<file path="config.mk">
export PLATFORM = sky130hd
export DESIGN_NAME = pnm_image_stream_decoder
export DESIGN_NICKNAME = d
export VERILOG_FILES = /design/src/rtl/pnmd_pkg.sv /design/src/rtl/pnmd_div.sv /design/src/rtl/pnm_image_stream_decoder.sv
export SDC_FILE = /design/constraint.sdc
export NUM_CORES = 1
export LEC_CHECK = 0
export ABC_CLOCK_PERIOD_IN_PS = 6700
export BUFFER_PORTS_ARGS = -buffer_cell sky130_fd_sc_hd__buf_2
export CAP_MARGIN = 0
export CORE_MARGIN = 2
export CORE_UTILIZATION = 63
export DETAILED_ROUTE_END_ITERATION = 16
export MAX_ROUTING_LAYER = met4
export PLACE_DENSITY_LB_ADDON = 0.05
export SLEW_MARGIN = 20
export SYNTH_ARGS = -nofsm -noshare
export SYNTH_HDL_FRONTEND = slang
export SYNTH_SLANG_ARGS = --single-unit
</file>
<file path="constraint.sdc">
create_clock -name clock -period 6.7 [get_ports clock]
set_clock_uncertainty 0.05 [all_clocks]
set_input_delay 0.335 -clock clock [delete_from_list [all_inputs] [get_ports clock]]
set_output_delay 0.335 -clock clock [all_outputs]
set_load 0.01 [all_outputs]
</file>
<file path="src/rtl/pnmd_pkg.sv">
// Shared types, codes and helpers for the PNM stream decoder.
package pnmd_pkg;

   typedef enum logic [2:0] {
      PH_MAGIC_P, PH_MAGIC_D, PH_WIDTH, PH_HEIGHT, PH_MAXVAL, PH_DATA, PH_DONE, PH_ERROR
   } phase_type;

   typedef enum logic [2:0] {
      ST_IDLE, ST_CLOSE, ST_BITS, ST_SAMPLE, ST_DIV, ST_PUSH
   } seq_type;

   typedef enum logic [2:0] {
      ACT_NONE, ACT_CLOSE, ACT_FAIL, ACT_SAMPLE, ACT_BITS
   } act_type;

   typedef enum logic [1:0] {
      CL_NONE, CL_HEADER, CL_SAMPLE
   } close_type;

   localparam logic [1:0] TOK_NONE    = 2'd0;
   localparam logic [1:0] TOK_NUMBER  = 2'd1;
   localparam logic [1:0] TOK_COMMENT = 2'd2;

   localparam logic [1:0] KIND_HEADER = 2'd0;
   localparam logic [1:0] KIND_SAMPLE = 2'd1;
   localparam logic [1:0] KIND_ERROR  = 2'd2;

   localparam logic [1:0] ERR_NONE    = 2'd0;
   localparam logic [1:0] ERR_MAGIC   = 2'd1;
   localparam logic [1:0] ERR_TOKEN   = 2'd2;
   localparam logic [1:0] ERR_TRUNC   = 2'd3;

   localparam logic [7:0] CHAR_P    = 8'h50;
   localparam logic [7:0] CHAR_HASH = 8'h23;
   localparam logic [7:0] CHAR_0    = 8'h30;
   localparam logic [7:0] CHAR_1    = 8'h31;
   localparam logic [7:0] CHAR_6    = 8'h36;
   localparam logic [7:0] CHAR_9    = 8'h39;
   localparam logic [7:0] CHAR_LF   = 8'h0A;
   localparam logic [7:0] CHAR_CR   = 8'h0D;
   localparam logic [7:0] CHAR_SP   = 8'h20;
   localparam logic [7:0] CHAR_TAB  = 8'h09;

   localparam logic [15:0] NUM_SAT  = 16'hFFFF;

   typedef struct packed {
      logic        start;
      logic [15:0] num;
      logic [7:0]  den;
   } div_ctl_type;

   typedef struct packed {
      logic busy;
      logic done;
   } div_sts_type;

   // right shift that brings maxval within 8 bits
   function automatic logic [3:0] shift_for(input logic [15:0] v);
      logic [3:0] sh;
      sh = 4'd0;
      for (int i = 8; i < 16; i++) begin
         if (v[i]) sh = 4'(i - 7);
      end
      return sh;
   endfunction

endpackage

</file>
<file path="src/rtl/pnmd_div.sv">
// Restoring divider, one quotient bit per cycle, used for sample scaling.
module pnmd_div
   import pnmd_pkg::*;
(
   input  logic        clock,
   input  logic        reset,
   input  div_ctl_type ctl,
   output div_sts_type sts,
   output logic [7:0]  quotient
);

   logic [7:0]  rem_ff, rem_in;
   logic [15:0] quo_ff, quo_in;
   logic [7:0]  den_ff, den_in;
   logic [3:0]  cnt_ff, cnt_in;
   logic        busy_ff, busy_in;
   logic        done_ff, done_in;
   logic [8:0]  rem_sh;

   always_comb begin
      rem_in  = rem_ff;
      quo_in  = quo_ff;
      den_in  = den_ff;
      cnt_in  = cnt_ff;
      busy_in = busy_ff;
      done_in = 1'b0;
      rem_sh  = {rem_ff, quo_ff[15]};
      if (ctl.start) begin
         rem_in  = 8'd0;
         quo_in  = ctl.num;
         den_in  = ctl.den;
         cnt_in  = 4'd0;
         busy_in = 1'b1;
      end else if (busy_ff) begin
         if (rem_sh >= {1'b0, den_ff}) begin
            rem_in = 8'(rem_sh - {1'b0, den_ff});
            quo_in = {quo_ff[14:0], 1'b1};
         end else begin
            rem_in = rem_sh[7:0];
            quo_in = {quo_ff[14:0], 1'b0};
         end
         cnt_in = cnt_ff + 4'd1;
         if (cnt_ff == 4'd15) begin
            busy_in = 1'b0;
            done_in = 1'b1;
         end
      end
   end

   always_ff @(posedge clock) begin
      if (reset) begin
         busy_ff <= 1'b0;
         done_ff <= 1'b0;
         cnt_ff  <= 4'd0;
      end else begin
         busy_ff <= busy_in;
         done_ff <= done_in;
         cnt_ff  <= cnt_in;
      end
      rem_ff <= rem_in;
      quo_ff <= quo_in;
      den_ff <= den_in;
   end

   assign sts.busy = busy_ff;
   assign sts.done = done_ff;
   assign quotient = quo_ff[7:0];

endmodule

</file>
<file path="src/rtl/pnm_image_stream_decoder.sv">
// PNM (P1..P6) byte stream decoder: header parse, sample unpack and scaling.
//
//  channel | direction | ports
//  req     | in        | req_valid, req_ready, req_data_byte, req_end_of_stream
//  rsp     | out       | rsp_valid, rsp_ready, rsp_result_kind .. rsp_image_done
//
// A byte with no result returns to idle, passing through the close step if it closes a width
// or non-last height number. A grey/colour sample whose reduced maxval is below 255 is
// scaled by the serial divider; a raw bitmap byte gives up to eight results.
// req_ready is high only while the sequencer is idle; a result may still wait in the
// output register then. A stalled rsp holds the sequencer at its push step.
// Synchronous reset returns the parser to expecting the magic.
module pnm_image_stream_decoder
   import pnmd_pkg::*;
#(
   parameter int DIM_BITS = 16
)(
   input  logic        clock,
   input  logic        reset,
   input  logic        req_valid,
   output logic        req_ready,
   input  logic [7:0]  req_data_byte,
   input  logic        req_end_of_stream,
   output logic        rsp_valid,
   input  logic        rsp_ready,
   output logic [1:0]  rsp_result_kind,
   output logic [2:0]  rsp_format,
   output logic [15:0] rsp_image_width,
   output logic [15:0] rsp_image_height,
   output logic [15:0] rsp_max_sample,
   output logic [7:0]  rsp_sample,
   output logic [1:0]  rsp_channel,
   output logic [1:0]  rsp_error_code,
   output logic        rsp_last_of_run,
   output logic        rsp_image_done
);

   localparam int DIM_MAX = (1 << DIM_BITS) - 1;

   seq_type              st_ff, st_in;
   phase_type            phase_ff, phase_in;
   logic [2:0]           fmt_ff, fmt_in;
   logic [DIM_BITS-1:0]  width_ff, width_in, height_ff, height_in;
   logic [15:0]          maxval_ff, maxval_in;
   logic [3:0]           shift_ff, shift_in;
   logic [15:0]          acc_ff, acc_in;
   logic [1:0]           tok_ff, tok_in;
   logic [DIM_BITS-1:0]  col_ff, col_in, row_ff, row_in;
   logic [1:0]           comp_ff, comp_in;
   logic [8:0]           hold_ff, hold_in;
   logic [7:0]           byte_ff, byte_in;
   logic                 eos_ff, eos_in;
   logic [2:0]           bit_idx_ff, bit_idx_in;
   logic [3:0]           bits_left_ff, bits_left_in;
   logic [15:0]          smp_ff, smp_in;
   logic [1:0]           pend_kind_ff, pend_kind_in;
   logic [1:0]           pend_err_ff, pend_err_in;
   logic [7:0]           pend_val_ff, pend_val_in;

   logic                 ov_ff, ov_in;
   logic [1:0]           o_kind_ff, o_kind_in;
   logic [2:0]           o_fmt_ff, o_fmt_in;
   logic [15:0]          o_w_ff, o_w_in, o_h_ff, o_h_in, o_m_ff, o_m_in;
   logic [7:0]           o_smp_ff, o_smp_in;
   logic [1:0]           o_chan_ff, o_chan_in, o_err_ff, o_err_in;
   logic                 o_last_ff, o_last_in, o_done_ff, o_done_in;

   act_type              act;
   close_type            cls;
   logic                 need_div, push_done, out_free, req_fire;
   div_ctl_type          div_ctl;
   div_sts_type          div_sts;
   logic [7:0]           div_quo;

   logic is_bmp, is_col;
   assign is_bmp   = (fmt_ff == 3'd1) || (fmt_ff == 3'd4);
   assign is_col   = (fmt_ff == 3'd3) || (fmt_ff == 3'd6);
   assign req_ready = (st_ff == ST_IDLE);
   assign req_fire = req_valid && req_ready;
   assign out_free = !ov_ff || rsp_ready;

   pnmd_div u_div (
      .clock    (clock),
      .reset    (reset),
      .ctl      (div_ctl),
      .sts      (div_sts),
      .quotient (div_quo)
   );

   // datapath and per-state decisions
   always_comb begin
      logic [7:0]          b;
      logic                dig, spc, hsh, nl, hdr, last_hdr, empty, done;
      logic [15:0]         acc_mul, sv, mv, cl, mval;
      logic [DIM_BITS-1:0] diff, sat, new_h;
      logic [DIM_BITS:0]   col_nx, row_nx;
      logic [1:0]          comp_nx;
      logic                next_pix;

      phase_in = phase_ff;   fmt_in = fmt_ff;       width_in = width_ff;
      height_in = height_ff; maxval_in = maxval_ff; shift_in = shift_ff;
      acc_in = acc_ff;       tok_in = tok_ff;       col_in = col_ff;
      row_in = row_ff;       comp_in = comp_ff;     hold_in = hold_ff;
      byte_in = byte_ff;     eos_in = eos_ff;       bit_idx_in = bit_idx_ff;
      bits_left_in = bits_left_ff; smp_in = smp_ff;  pend_kind_in = pend_kind_ff;
      pend_err_in = pend_err_ff;   pend_val_in = pend_val_ff;
      ov_in = ov_ff && !rsp_ready;
      o_kind_in = o_kind_ff; o_fmt_in = o_fmt_ff; o_w_in = o_w_ff; o_h_in = o_h_ff;
      o_m_in = o_m_ff; o_smp_in = o_smp_ff; o_chan_in = o_chan_ff; o_err_in = o_err_ff;
      o_last_in = o_last_ff; o_done_in = o_done_ff;
      act = ACT_NONE; cls = CL_NONE; need_div = 1'b0; push_done = 1'b0;
      div_ctl = '0;

      b   = req_data_byte;
      dig = (b >= CHAR_0) && (b <= CHAR_9);
      spc = (b == CHAR_SP) || ((b >= CHAR_TAB) && (b <= CHAR_CR));
      hsh = (b == CHAR_HASH);
      nl  = (b == CHAR_LF) || (b == CHAR_CR);
      hdr = (phase_ff != PH_DATA);
      last_hdr = hdr && ((phase_ff == PH_MAXVAL) || ((phase_ff == PH_HEIGHT) && is_bmp));
      acc_mul = 16'd0;
      diff = width_ff - col_ff;
      sat = ({1'b0, acc_ff} > 17'(DIM_MAX)) ? DIM_BITS'(DIM_MAX) : acc_ff[DIM_BITS-1:0];
      new_h = height_ff; mval = maxval_ff; empty = 1'b0; done = 1'b0;
      sv = smp_ff >> shift_ff;
      mv = maxval_ff >> shift_ff;
      cl = (sv > mv) ? mv : sv;
      col_nx = '0; row_nx = '0; comp_nx = '0; next_pix = 1'b1;

      unique case (st_ff)
         ST_IDLE: begin
            if (req_fire) begin
               byte_in = b;
               eos_in = req_end_of_stream;
               bits_left_in = 4'd0;
               if ((phase_ff == PH_DONE) || (phase_ff == PH_ERROR)) begin
                  act = ACT_NONE;
               end else if (req_end_of_stream) begin
                  if (((phase_ff == PH_WIDTH) || (phase_ff == PH_HEIGHT) ||
                       (phase_ff == PH_MAXVAL) || (phase_ff == PH_DATA)) &&
                      (tok_ff == TOK_NUMBER)) begin
                     act = ACT_CLOSE;
                  end else begin
                     act = ACT_FAIL;
                     pend_err_in = ERR_TRUNC;
                  end
                  tok_in = TOK_NONE;
               end else begin
                  unique case (phase_ff)
                     PH_MAGIC_P: begin
                        if (b == CHAR_P) phase_in = PH_MAGIC_D;
                        else begin
                           act = ACT_FAIL;
                           pend_err_in = ERR_MAGIC;
                        end
                     end
                     PH_MAGIC_D: begin
                        if ((b >= CHAR_1) && (b <= CHAR_6)) begin
                           fmt_in = 3'(b - CHAR_0);
                           tok_in = TOK_NONE;
                           phase_in = PH_WIDTH;
                        end else begin
                           act = ACT_FAIL;
                           pend_err_in = ERR_MAGIC;
                        end
                     end
                     PH_WIDTH, PH_HEIGHT, PH_MAXVAL, PH_DATA: begin
                        if (hdr || (fmt_ff == 3'd2) || (fmt_ff == 3'd3)) begin
                           // shared number/comment tokeniser
                           if (tok_ff == TOK_COMMENT) begin
                              if (nl) tok_in = TOK_NONE;
                           end else if (dig) begin
                              if (tok_ff == TOK_NUMBER) begin
                                 acc_mul = 16'({acc_ff, 3'b000} + {2'b00, acc_ff, 1'b0}
                                    + {3'b000, b[3:0]});
                                 if (({4'b0, acc_ff} * 20'd10 + {16'b0, b[3:0]}) >
                                     {4'b0, NUM_SAT})
                                    acc_in = NUM_SAT;
                                 else
                                    acc_in = acc_mul;
                              end else begin
                                 acc_in = {12'd0, b[3:0]};
                                 tok_in = TOK_NUMBER;
                              end
                           end else if (tok_ff == TOK_NUMBER) begin
                              act = ACT_CLOSE;
                              tok_in = (hsh && !(last_hdr && (fmt_ff >= 3'd4)))
                                 ? TOK_COMMENT : TOK_NONE;
                           end else if (spc) begin
                              act = ACT_NONE;
                           end else if (hsh) begin
                              tok_in = TOK_COMMENT;
                           end else if (hdr) begin
                              act = ACT_FAIL;
                              pend_err_in = ERR_TOKEN;
                           end
                        end else if (fmt_ff == 3'd1) begin
                           if (tok_ff == TOK_COMMENT) begin
                              if (nl) tok_in = TOK_NONE;
                           end else if ((b == CHAR_0) || (b == CHAR_1)) begin
                              act = ACT_SAMPLE;
                              smp_in = {15'd0, b[0]};
                           end else if (hsh) begin
                              tok_in = TOK_COMMENT;
                           end
                        end else if (fmt_ff == 3'd4) begin
                           act = ACT_BITS;
                           bit_idx_in = 3'd0;
                           bits_left_in = (diff > DIM_BITS'(8)) ? 4'd8 : diff[3:0];
                        end else if (maxval_ff > 16'd255) begin
                           if (hold_ff[8]) begin
                              act = ACT_SAMPLE;
                              smp_in = {hold_ff[7:0], b};
                              hold_in = 9'd0;
                           end else begin
                              hold_in = {1'b1, b};
                           end
                        end else begin
                           act = ACT_SAMPLE;
                           smp_in = {8'd0, b};
                        end
                     end
                     default: act = ACT_NONE;
                  endcase
               end
               if (act == ACT_FAIL) pend_kind_in = KIND_ERROR;
               if (act == ACT_SAMPLE) pend_kind_in = KIND_SAMPLE;
            end
         end
         ST_CLOSE: begin
            unique case (phase_ff)
               PH_WIDTH: begin
                  width_in = sat;
                  phase_in = PH_HEIGHT;
               end
               PH_HEIGHT: begin
                  height_in = sat;
                  new_h = sat;
                  if (is_bmp) begin
                     mval = 16'd1;
                     cls = CL_HEADER;
                  end else begin
                     phase_in = PH_MAXVAL;
                  end
               end
               PH_MAXVAL: begin
                  mval = acc_ff;
                  cls = CL_HEADER;
               end
               PH_DATA: begin
                  smp_in = acc_ff;
                  pend_kind_in = KIND_SAMPLE;
                  cls = CL_SAMPLE;
               end
               default: cls = CL_NONE;
            endcase
            if (cls == CL_HEADER) begin
               maxval_in = mval;
               shift_in = shift_for(mval);
               col_in = '0; row_in = '0; comp_in = 2'd0; hold_in = 9'd0;
               empty = (width_ff == '0) || (new_h == '0);
               phase_in = empty ? PH_DONE : PH_DATA;
               pend_kind_in = KIND_HEADER;
            end else if ((cls == CL_NONE) && eos_ff) begin
               pend_kind_in = KIND_ERROR;
               pend_err_in = ERR_TRUNC;
            end
         end
         ST_BITS: begin
            smp_in = {15'd0, byte_ff[3'd7 - bit_idx_ff]};
            pend_kind_in = KIND_SAMPLE;
         end
         ST_SAMPLE: begin
            if (is_bmp) begin
               pend_val_in = {7'd0, |smp_ff};
            end else if (mv == 16'd0) begin
               pend_val_in = 8'd0;
            end else if (mv < 16'd255) begin
               // s*255/v through the serial divider
               need_div = 1'b1;
               div_ctl.start = 1'b1;
               div_ctl.num = 16'({cl[7:0], 8'd0} - {8'd0, cl[7:0]});
               div_ctl.den = mv[7:0];
            end else begin
               pend_val_in = cl[7:0];
            end
         end
         ST_DIV: begin
            if (div_sts.done) pend_val_in = div_quo;
         end
         ST_PUSH: begin
            if (out_free) begin
               ov_in = 1'b1;
               o_kind_in = pend_kind_ff;
               o_fmt_in = fmt_ff;
               o_w_in = 16'(width_ff);
               o_h_in = 16'(height_ff);
               o_m_in = maxval_ff;
               o_smp_in = 8'd0;
               o_chan_in = 2'd0;
               o_err_in = ERR_NONE;
               o_done_in = 1'b0;
               o_last_in = 1'b1;
               case (pend_kind_ff)
                  KIND_HEADER: begin
                     done = (phase_ff == PH_DONE);
                     o_done_in = done;
                     o_last_in = done || !eos_ff;
                  end
                  KIND_SAMPLE: begin
                     o_smp_in = pend_val_ff;
                     if (is_col) begin
                        o_chan_in = comp_ff;
                        comp_nx = comp_ff + 2'd1;
                        if (comp_nx >= 2'd3) comp_in = 2'd0;
                        else begin
                           comp_in = comp_nx;
                           next_pix = 1'b0;
                        end
                     end
                     if (next_pix) begin
                        col_nx = {1'b0, col_ff} + 1'b1;
                        col_in = col_nx[DIM_BITS-1:0];
                        if (col_nx >= {1'b0, width_ff}) begin
                           col_in = '0;
                           row_nx = {1'b0, row_ff} + 1'b1;
                           row_in = row_nx[DIM_BITS-1:0];
                           if (row_nx >= {1'b0, height_ff}) done = 1'b1;
                        end
                     end
                     o_done_in = done;
                     o_last_in = done || !((bits_left_ff > 4'd1) || eos_ff);
                     if (done) phase_in = PH_DONE;
                     else if (bits_left_ff > 4'd1) begin
                        bits_left_in = bits_left_ff - 4'd1;
                        bit_idx_in = bit_idx_ff + 3'd1;
                     end
                  end
                  default: begin
                     o_err_in = pend_err_ff;
                     phase_in = PH_ERROR;
                  end
               endcase
               push_done = done;
               // a truncated stream reports after the closing result
               if ((pend_kind_ff != KIND_ERROR) && !done && eos_ff &&
                   !((pend_kind_ff == KIND_SAMPLE) && (bits_left_ff > 4'd1))) begin
                  pend_kind_in = KIND_ERROR;
                  pend_err_in = ERR_TRUNC;
               end
            end
         end
         default: act = ACT_NONE;
      endcase
   end

   // sequencer next state
   always_comb begin
      st_in = st_ff;
      unique case (st_ff)
         ST_IDLE: begin
            unique case (act)
               ACT_CLOSE:  st_in = ST_CLOSE;
               ACT_FAIL:   st_in = ST_PUSH;
               ACT_SAMPLE: st_in = ST_SAMPLE;
               ACT_BITS:   st_in = ST_BITS;
               default:    st_in = ST_IDLE;
            endcase
         end
         ST_CLOSE: begin
            unique case (cls)
               CL_HEADER: st_in = ST_PUSH;
               CL_SAMPLE: st_in = ST_SAMPLE;
               default:   st_in = eos_ff ? ST_PUSH : ST_IDLE;
            endcase
         end
         ST_BITS:   st_in = ST_SAMPLE;
         ST_SAMPLE: st_in = need_div ? ST_DIV : ST_PUSH;
         ST_DIV:    st_in = div_sts.done ? ST_PUSH : ST_DIV;
         ST_PUSH: begin
            if (out_free) begin
               if ((pend_kind_ff == KIND_ERROR) || push_done) st_in = ST_IDLE;
               else if ((pend_kind_ff == KIND_SAMPLE) && (bits_left_ff > 4'd1))
                  st_in = ST_BITS;
               else if (eos_ff) st_in = ST_PUSH;
               else st_in = ST_IDLE;
            end
         end
         default: st_in = ST_IDLE;
      endcase
   end

   always_ff @(posedge clock) begin
      if (reset) begin
         st_ff <= ST_IDLE;
         phase_ff <= PH_MAGIC_P;
         fmt_ff <= 3'd0;
         width_ff <= '0;
         height_ff <= '0;
         maxval_ff <= 16'd0;
         shift_ff <= 4'd0;
         acc_ff <= 16'd0;
         tok_ff <= TOK_NONE;
         col_ff <= '0;
         row_ff <= '0;
         comp_ff <= 2'd0;
         hold_ff <= 9'd0;
         eos_ff <= 1'b0;
         bits_left_ff <= 4'd0;
         ov_ff <= 1'b0;
      end else begin
         st_ff <= st_in;
         phase_ff <= phase_in;
         fmt_ff <= fmt_in;
         width_ff <= width_in;
         height_ff <= height_in;
         maxval_ff <= maxval_in;
         shift_ff <= shift_in;
         acc_ff <= acc_in;
         tok_ff <= tok_in;
         col_ff <= col_in;
         row_ff <= row_in;
         comp_ff <= comp_in;
         hold_ff <= hold_in;
         eos_ff <= eos_in;
         bits_left_ff <= bits_left_in;
         ov_ff <= ov_in;
      end
      byte_ff <= byte_in;
      bit_idx_ff <= bit_idx_in;
      smp_ff <= smp_in;
      pend_kind_ff <= pend_kind_in;
      pend_err_ff <= pend_err_in;
      pend_val_ff <= pend_val_in;
      o_kind_ff <= o_kind_in;
      o_fmt_ff <= o_fmt_in;
      o_w_ff <= o_w_in;
      o_h_ff <= o_h_in;
      o_m_ff <= o_m_in;
      o_smp_ff <= o_smp_in;
      o_chan_ff <= o_chan_in;
      o_err_ff <= o_err_in;
      o_last_ff <= o_last_in;
      o_done_ff <= o_done_in;
   end

   assign rsp_valid        = ov_ff;
   assign rsp_result_kind  = o_kind_ff;
   assign rsp_format       = o_fmt_ff;
   assign rsp_image_width  = o_w_ff;
   assign rsp_image_height = o_h_ff;
   assign rsp_max_sample   = o_m_ff;
   assign rsp_sample       = o_smp_ff;
   assign rsp_channel      = o_chan_ff;
   assign rsp_error_code   = o_err_ff;
   assign rsp_last_of_run  = o_last_ff;
   assign rsp_image_done   = o_done_ff;

   a_idle_div: assert property (@(posedge clock) disable iff (reset)
      req_ready |-> !div_sts.busy)
      else $error("divider busy while taking a transaction");

   a_error_sticks: assert property (@(posedge clock) disable iff (reset)
      (phase_ff == PH_ERROR) |=> (phase_ff == PH_ERROR))
      else $error("parser left the error phase");

   a_sample_fmt: assert property (@(posedge clock) disable iff (reset)
      (rsp_valid && (rsp_result_kind == KIND_SAMPLE)) |-> (rsp_format != 3'd0))
      else $error("sample before a format was read");

   a_error_last: assert property (@(posedge clock) disable iff (reset)
      (rsp_valid && (rsp_result_kind == KIND_ERROR)) |-> rsp_last_of_run)
      else $error("error result not last of its run");

endmodule
</file>
Word-level counts from Yosys, hierarchy flattened
Index checks and enable logic that the tools add are counted.
- flip-flop bits (word level): 272
- input port bits: 13
- output and inout port bits: 69
- word-level logic and storage cells: 473
- $add $sub $neg: 14
- multipliers: 1
- magnitude comparators: 18
- eq/ne operators: 94
- shifts and indexed selects: 2
- mux-type cells: 217
- bitwise logic cells: 6
- reductions and logical operators: 82
- operator list (kind ; number):
    $mux 16 ; 29
    $mux 2 ; 59
    $mux 3 ; 34
    $mux 25 ; 4
    $pmux 16 s2 ; 3
    $mux 9 ; 10
    $mux 4 ; 19
    $ne 4x4->1 const B ; 15
    $logic_not 16->1 ; 3
    $mux 8 ; 6
    $pmux 16 s3 ; 1
    $ne 2x2->1 const B ; 19
    $add 16x1->17 const B ; 2
    $ge 17x16->1 ; 2
    $eq 8x6->1 const B ; 4
    $shr 16x4->16 ; 2
    $mux 1 ; 31
    $eq 3x2->1 const B ; 10
    $ne 3x3->1 const B ; 10
    $pmux 3 s2 ; 5
    $eq 3x3->1 const B ; 9
    $reduce_and 12->1 ; 2
    $reduce_and 6->1 ; 4
    $add 20x4->20 ; 1
    72 further kinds ; 150

Longest topological paths before layout
- depth after elaboration: 21
- mapped depth: 23
- mapped depth without buffers: 18

By module
Synthesis repeated with hierarchy kept, for this count alone.
- cells, all modules: 1945
- area, all modules: 17743.3 um^2
- modules (own cells, without submodules) (module ; instances ; cells each ; area an instance (um^2) ; seq. area each (um^2)):
    pnm_image_stream_decoder ; 1 ; 1759 ; 15713.8 ; 5725.5
    pnmd_div ; 1 ; 186 ; 2029.4 ; 1001.0

Worst setup path after synthesis
Ideal clock, no wire load.
- path kind: register to register
- start: register shift_ff[1]
- end: register u_div.quo_ff[6] (data pin)
- library setup time: 0.262 ns
- arrival time: 4.937 ns
- data required time: 6.388 ns
- setup slack: 1.451 ns
- stages on the path, launching flop included: 22
- path buffers: 7
- period minus slack after synthesis: 5.249 ns
- cell sequence: dfxtp_1 buf_6 buf_6 buf_6 buf_2 buf_4 mux4_2 a22oi_1 o21ai_0 ha_1 nand2_1 nor4_1 a21boi_0 o31a_1 clkbuf_1 clkbuf_1 mux2i_1 ha_1 and2_1 nor2b_1 xnor2_1 mux2_1
- word-level cells in the longest chain between the ends: 9
- elaborated cells on any way between the ends: 12
- those cells by class: add/sub: 1; order compare: 2; shift: 2; mux: 6; reduce/logical: 1
- RTL lines (what ; line ; source):
    start: declaration ; pnm_image_stream_decoder.sv:45 ; logic [3:0] shift_ff, shift_in;
    start signal: assignment ; pnm_image_stream_decoder.sv:418 ; shift_ff <= shift_in;
    $shr 16x4->16 (on tied branches) ; pnm_image_stream_decoder.sv:125, pnm_image_stream_decoder.sv:126 ;
    $gt 16x16->1 ; pnm_image_stream_decoder.sv:127 ; cl = (sv > mv) ? mv : sv;
    $mux 8 ; pnm_image_stream_decoder.sv:127 ;
    $sub 16x8->16 ; pnm_image_stream_decoder.sv:282 ; div_ctl.num = 16'({cl[7:0], 8'd0} - {8'd0, cl[7:0]});
    $mux 25 ; pnm_image_stream_decoder.sv:278 ; end else if (mv < 16'd255) begin
    $mux 25 * ; pnm_image_stream_decoder.sv:276 ; end else if (mv == 16'd0) begin
    $mux 25 * ; pnm_image_stream_decoder.sv:274 ; if (is_bmp) begin
    $mux 25 * ; pnm_image_stream_decoder.sv:130 ; unique case (st_ff)
    $mux 16 * ; pnmd_div.sv:28 ; if (ctl.start) begin
    named net u_div.quo_in[6] ; pnmd_div.sv:13 ; logic [15:0] quo_ff, quo_in;
    end signal: assignment ; pnmd_div.sv:61 ; quo_ff <= quo_in;
    end: declaration ; pnmd_div.sv:13 ;
Mark *: on every way through the listed nets, which the timed path passes. The rest lies on a longest branch.
A chain may end at the register's enable or synchronous reset.

Worst setup path after layout
- start: register shift_ff[0]
- end: register u_div.quo_ff[6] (data pin)
The elaborated chain is that of the path after synthesis.

==> run_results.csv <==
group,metric,value,unit
status,outcome,"completed",
logic_synthesis,synth_most_common_cell,"nand2_1",
sta,tns,0,ns
logic_synthesis,syn_area,17500,um2
logic_synthesis,netlist.area_leader.share,22.3,%
sta,slew_viol_final,0,
drt,drtPass1Iterations,6,
clock_network,post_cts_buffers,0,
clock_network,clock_sinks,271,
critical_path,start_kind,"flop",
floorplanning,die_x,171,um
placement,dp_hpwl,34400,um
drt,drc,0,
critical_path,path_cells,"mux4_2 > a21oi_1 > nor2_1 > ha_1 > nand4_1 > nor4_1 > a21boi_0 > o31a_1 > nor2_1 > a21oi_1 > ha_1 > and2_1 > nor2b_1 > xnor2_1 > mux2_1",
clock_network,clk_latency,0.57,ns
layout,area_delta_synth_final,9.22,%
critical_path,worst_path_max_delay_cell,"dfxtp_2",
global_route,antenna_found_initial,1,
sta,fmax,0.172,GHz
sta,min_period_over_period,86.8,%
critical_path,max_stage_delay,0.97,ns
critical_path,crit_fanout,39,
logic_synthesis,synth_area_leaders,"edfxtp_1 (22%), dfxtp_1 (16%), ha_1 (8.2%)",
floorplanning,die_area,29100,um2
layout,post-route-util,70.4,%
logic_synthesis,synth_edf_count,130,
clock_network,cts_tree,"yes",
logic_synthesis,syn_area_per_cell,9.02,um2
sta,setup_viol,0,
logic_synthesis,yosys_warnings,0,
clock_network,cts.clk_slew.worst_paths,0.06,ns
critical_path,critPathArrivalTime,6.08,ns
layout,drive_gt1_share,10.9,%
power_and_ir_drop,leakage,7.28,nW
drt,postRouteAntennaNets,0,
clock_network,cts_root_buf,"clkbuf_16",
logic_synthesis,synth_common_cells,"nand2_1 (193), nor2_1 (175), a21oi_1 (171), dfxtp_1 (141), edfxtp_1 (130)",
sta,hold_viol_final,0,
clock_network,cts_max_level,1,
global_route,grt_usage,33.9,%
logic_synthesis,synth_area_leader_cell,"edfxtp_1",
global_route,grt_first_pass_wirelength,76300,um
min_path,hp-class,"in -> reg",
drt,wire_per_inst,20.3,um
layout,fillers,2142,
logic_synthesis,synth_flop_cell,"dfxtp_1",
clock_network,ctsHoldBuffers,0,
placement,place_congestion,0.962,
global_route,grt-ovfl-total,0,
sta,relSlewSlack,24.9,%
logic_synthesis,synthArstFlopShare,0,%
critical_path,path_class,"reg -> reg",
drt,wl,48100,um
floorplanning,ios,82,
placement,portBuffers,81,
sta,layout_min_cycle_time,5.81,ns
floorplanning,num_rows,60,
critical_path,cp.required,6.97,ns
power_and_ir_drop,max-vdd-ir-drop,200,uV
floorplanning,die_h,171,um
logic_synthesis,synth_fp_nets,2071,
logic_synthesis,ys_types,83,
drt,dr.first_iter.drc_count,1304,
floorplanning,core_area,27100,um2
power_and_ir_drop,p_per_area,204,nW/um2
clock_network,cts-resized-gates,0,
global_route,grt_max_degree,82,
global_route,grt_pass1_vias,14378,
sta,holdWs,0.0503,ns
drt,vias_per_cell,6.47,
layout,fin_nets,2102,
drt,num_vias,15305,
clock_network,numCtsBuffers,30,
clock_network,cts.path.max_buffers,3,
sta,tightest_slew,1.12,ns
logic_synthesis,seq_area_frac_synth,38.5,%
logic_synthesis,netlist_instances,1937,
run,cap_violations,0,
logic_synthesis,synth_seq_cells,271,
critical_path,endpoint_kind,"flop",
sta,rsz0062_at_grt,"false",
floorplanning,start_util,64.5,%
==> cell type report <==
cell class              count  area [um2]  share of cell area, %
diodes                      1        2.50                 0.0131
clock buffers              44         880                   4.61
clock inverters            12         130                  0.682
inverters                  99         372                   1.95
multi-input cells        1460        9910                   51.9
flip-flops and latches    271        6730                   35.3
well taps                 372         465                   2.44
repair buffers            106         596                   3.12
==> metal layers <==
metal  wire [um]  share of wire (%)  global-route usage (%)
met2       23100                 48                    55.6
met3        3300                6.9                    4.02
met4        1630                3.4                    12.0
met1       20100                 42                    43.9
met5           0                  0                       -
==> through the flow <==
stage	power, W	setup slack, ns	cells	instance area [um2]
2_1_floorplan	0.00212	1.45	1937	17500
3_3_place_gp	0.00223	1.14	2308	18100
3_5_place_dp	0.00224	0.978	2308	18100
4_1_cts	0.00389	0.972	2364	19100
5_1_grt	0.00401	0.499	2365	19100
6_report	0.00389	0.887	2365	19100
==> path summary, 6_finish.rpt <==
path	end	start	cells after the start	slack, ns
worst max-delay path	u_div.quo_ff[6]	shift_ff[0]	15	0.89
worst min-delay path	byte_ff[7]	req_data_byte[7]	1	0.05
worst max register to register	u_div.quo_ff[6]	shift_ff[0]	15	0.89
worst min register to register	shift_ff[2]	shift_ff[2]	2	0.41
==> worst max-delay path: cells and delay by family, from the launching register on <==
family | cells | cell delay (ns)
and+or+nand+nor | 6 | 1.16
DFF | 1 | 0.97
adders and majority gates | 2 | 0.68
AOI/OAI and AO/OA | 4 | 1.70
xor gates and xnor gates | 1 | 0.08
muxes | 2 | 0.91
==> power by group <==
group | total [W] | switching, W | internal [W] | leakage [nW]
Clock | 0.00167 | 0.000681 | 0.000989 | 0.495
Sequential | 0.00183 | 0.0000458 | 0.00178 | 2.33
Combinational | 0.000392 | 0.000256 | 0.000136 | 4.45
==> logic make-up (layout without fill, tap and decap cells) <==
kind of cell,after synthesis,after routing,share of synthesized area (%)
other,1,2,0.0215
muxes,86,86,7.02
AOI/OAI and AO/OA,502,502,18.4
xor gates and xnor gates,62,62,3.11
DFF,271,271,38.5
buffers and inverters,206,261,4.93
and+or+nand+nor,688,688,19.1
adders and majority gates,121,121,8.92
==> registers in the layout (all words and copies together) (netlist names), 4 cells and up <==
signal	cells
acc_ff	16
col_ff	16
height_ff	16
maxval_ff	16
row_ff	16
rsp_image_height	16
rsp_image_width	16
rsp_max_sample	16
smp_ff	16
u_div.quo_ff	16
width_ff	16
hold_ff	9
byte_ff	8
pend_val_ff	8
rsp_sample	8
u_div.den_ff	8
u_div.rem_ff	8
bits_left_ff	4
u_div.cnt_ff	4
==> placed cells by master (no fill, tap or decap), drive strengths merged, types with 21 or more instances in the layout <==
cell,count
mux4,28
mux2i,46
xnor2,34
a22oi,29
nor2,175
inv,102
nor2b,21
clkbuf,44
a21o,25
xor2,28
ha,115
dfxtp,141
nand2,193
edfxtp,130
nor3,36
a211oi,28
nand3,80
a31oi,23
o21ai,85
buf,106
nand2b,23
a21oi,171
nor4,27
nand4,24
and2,27
No activity file was read; power rests on OpenSTA's default activity.
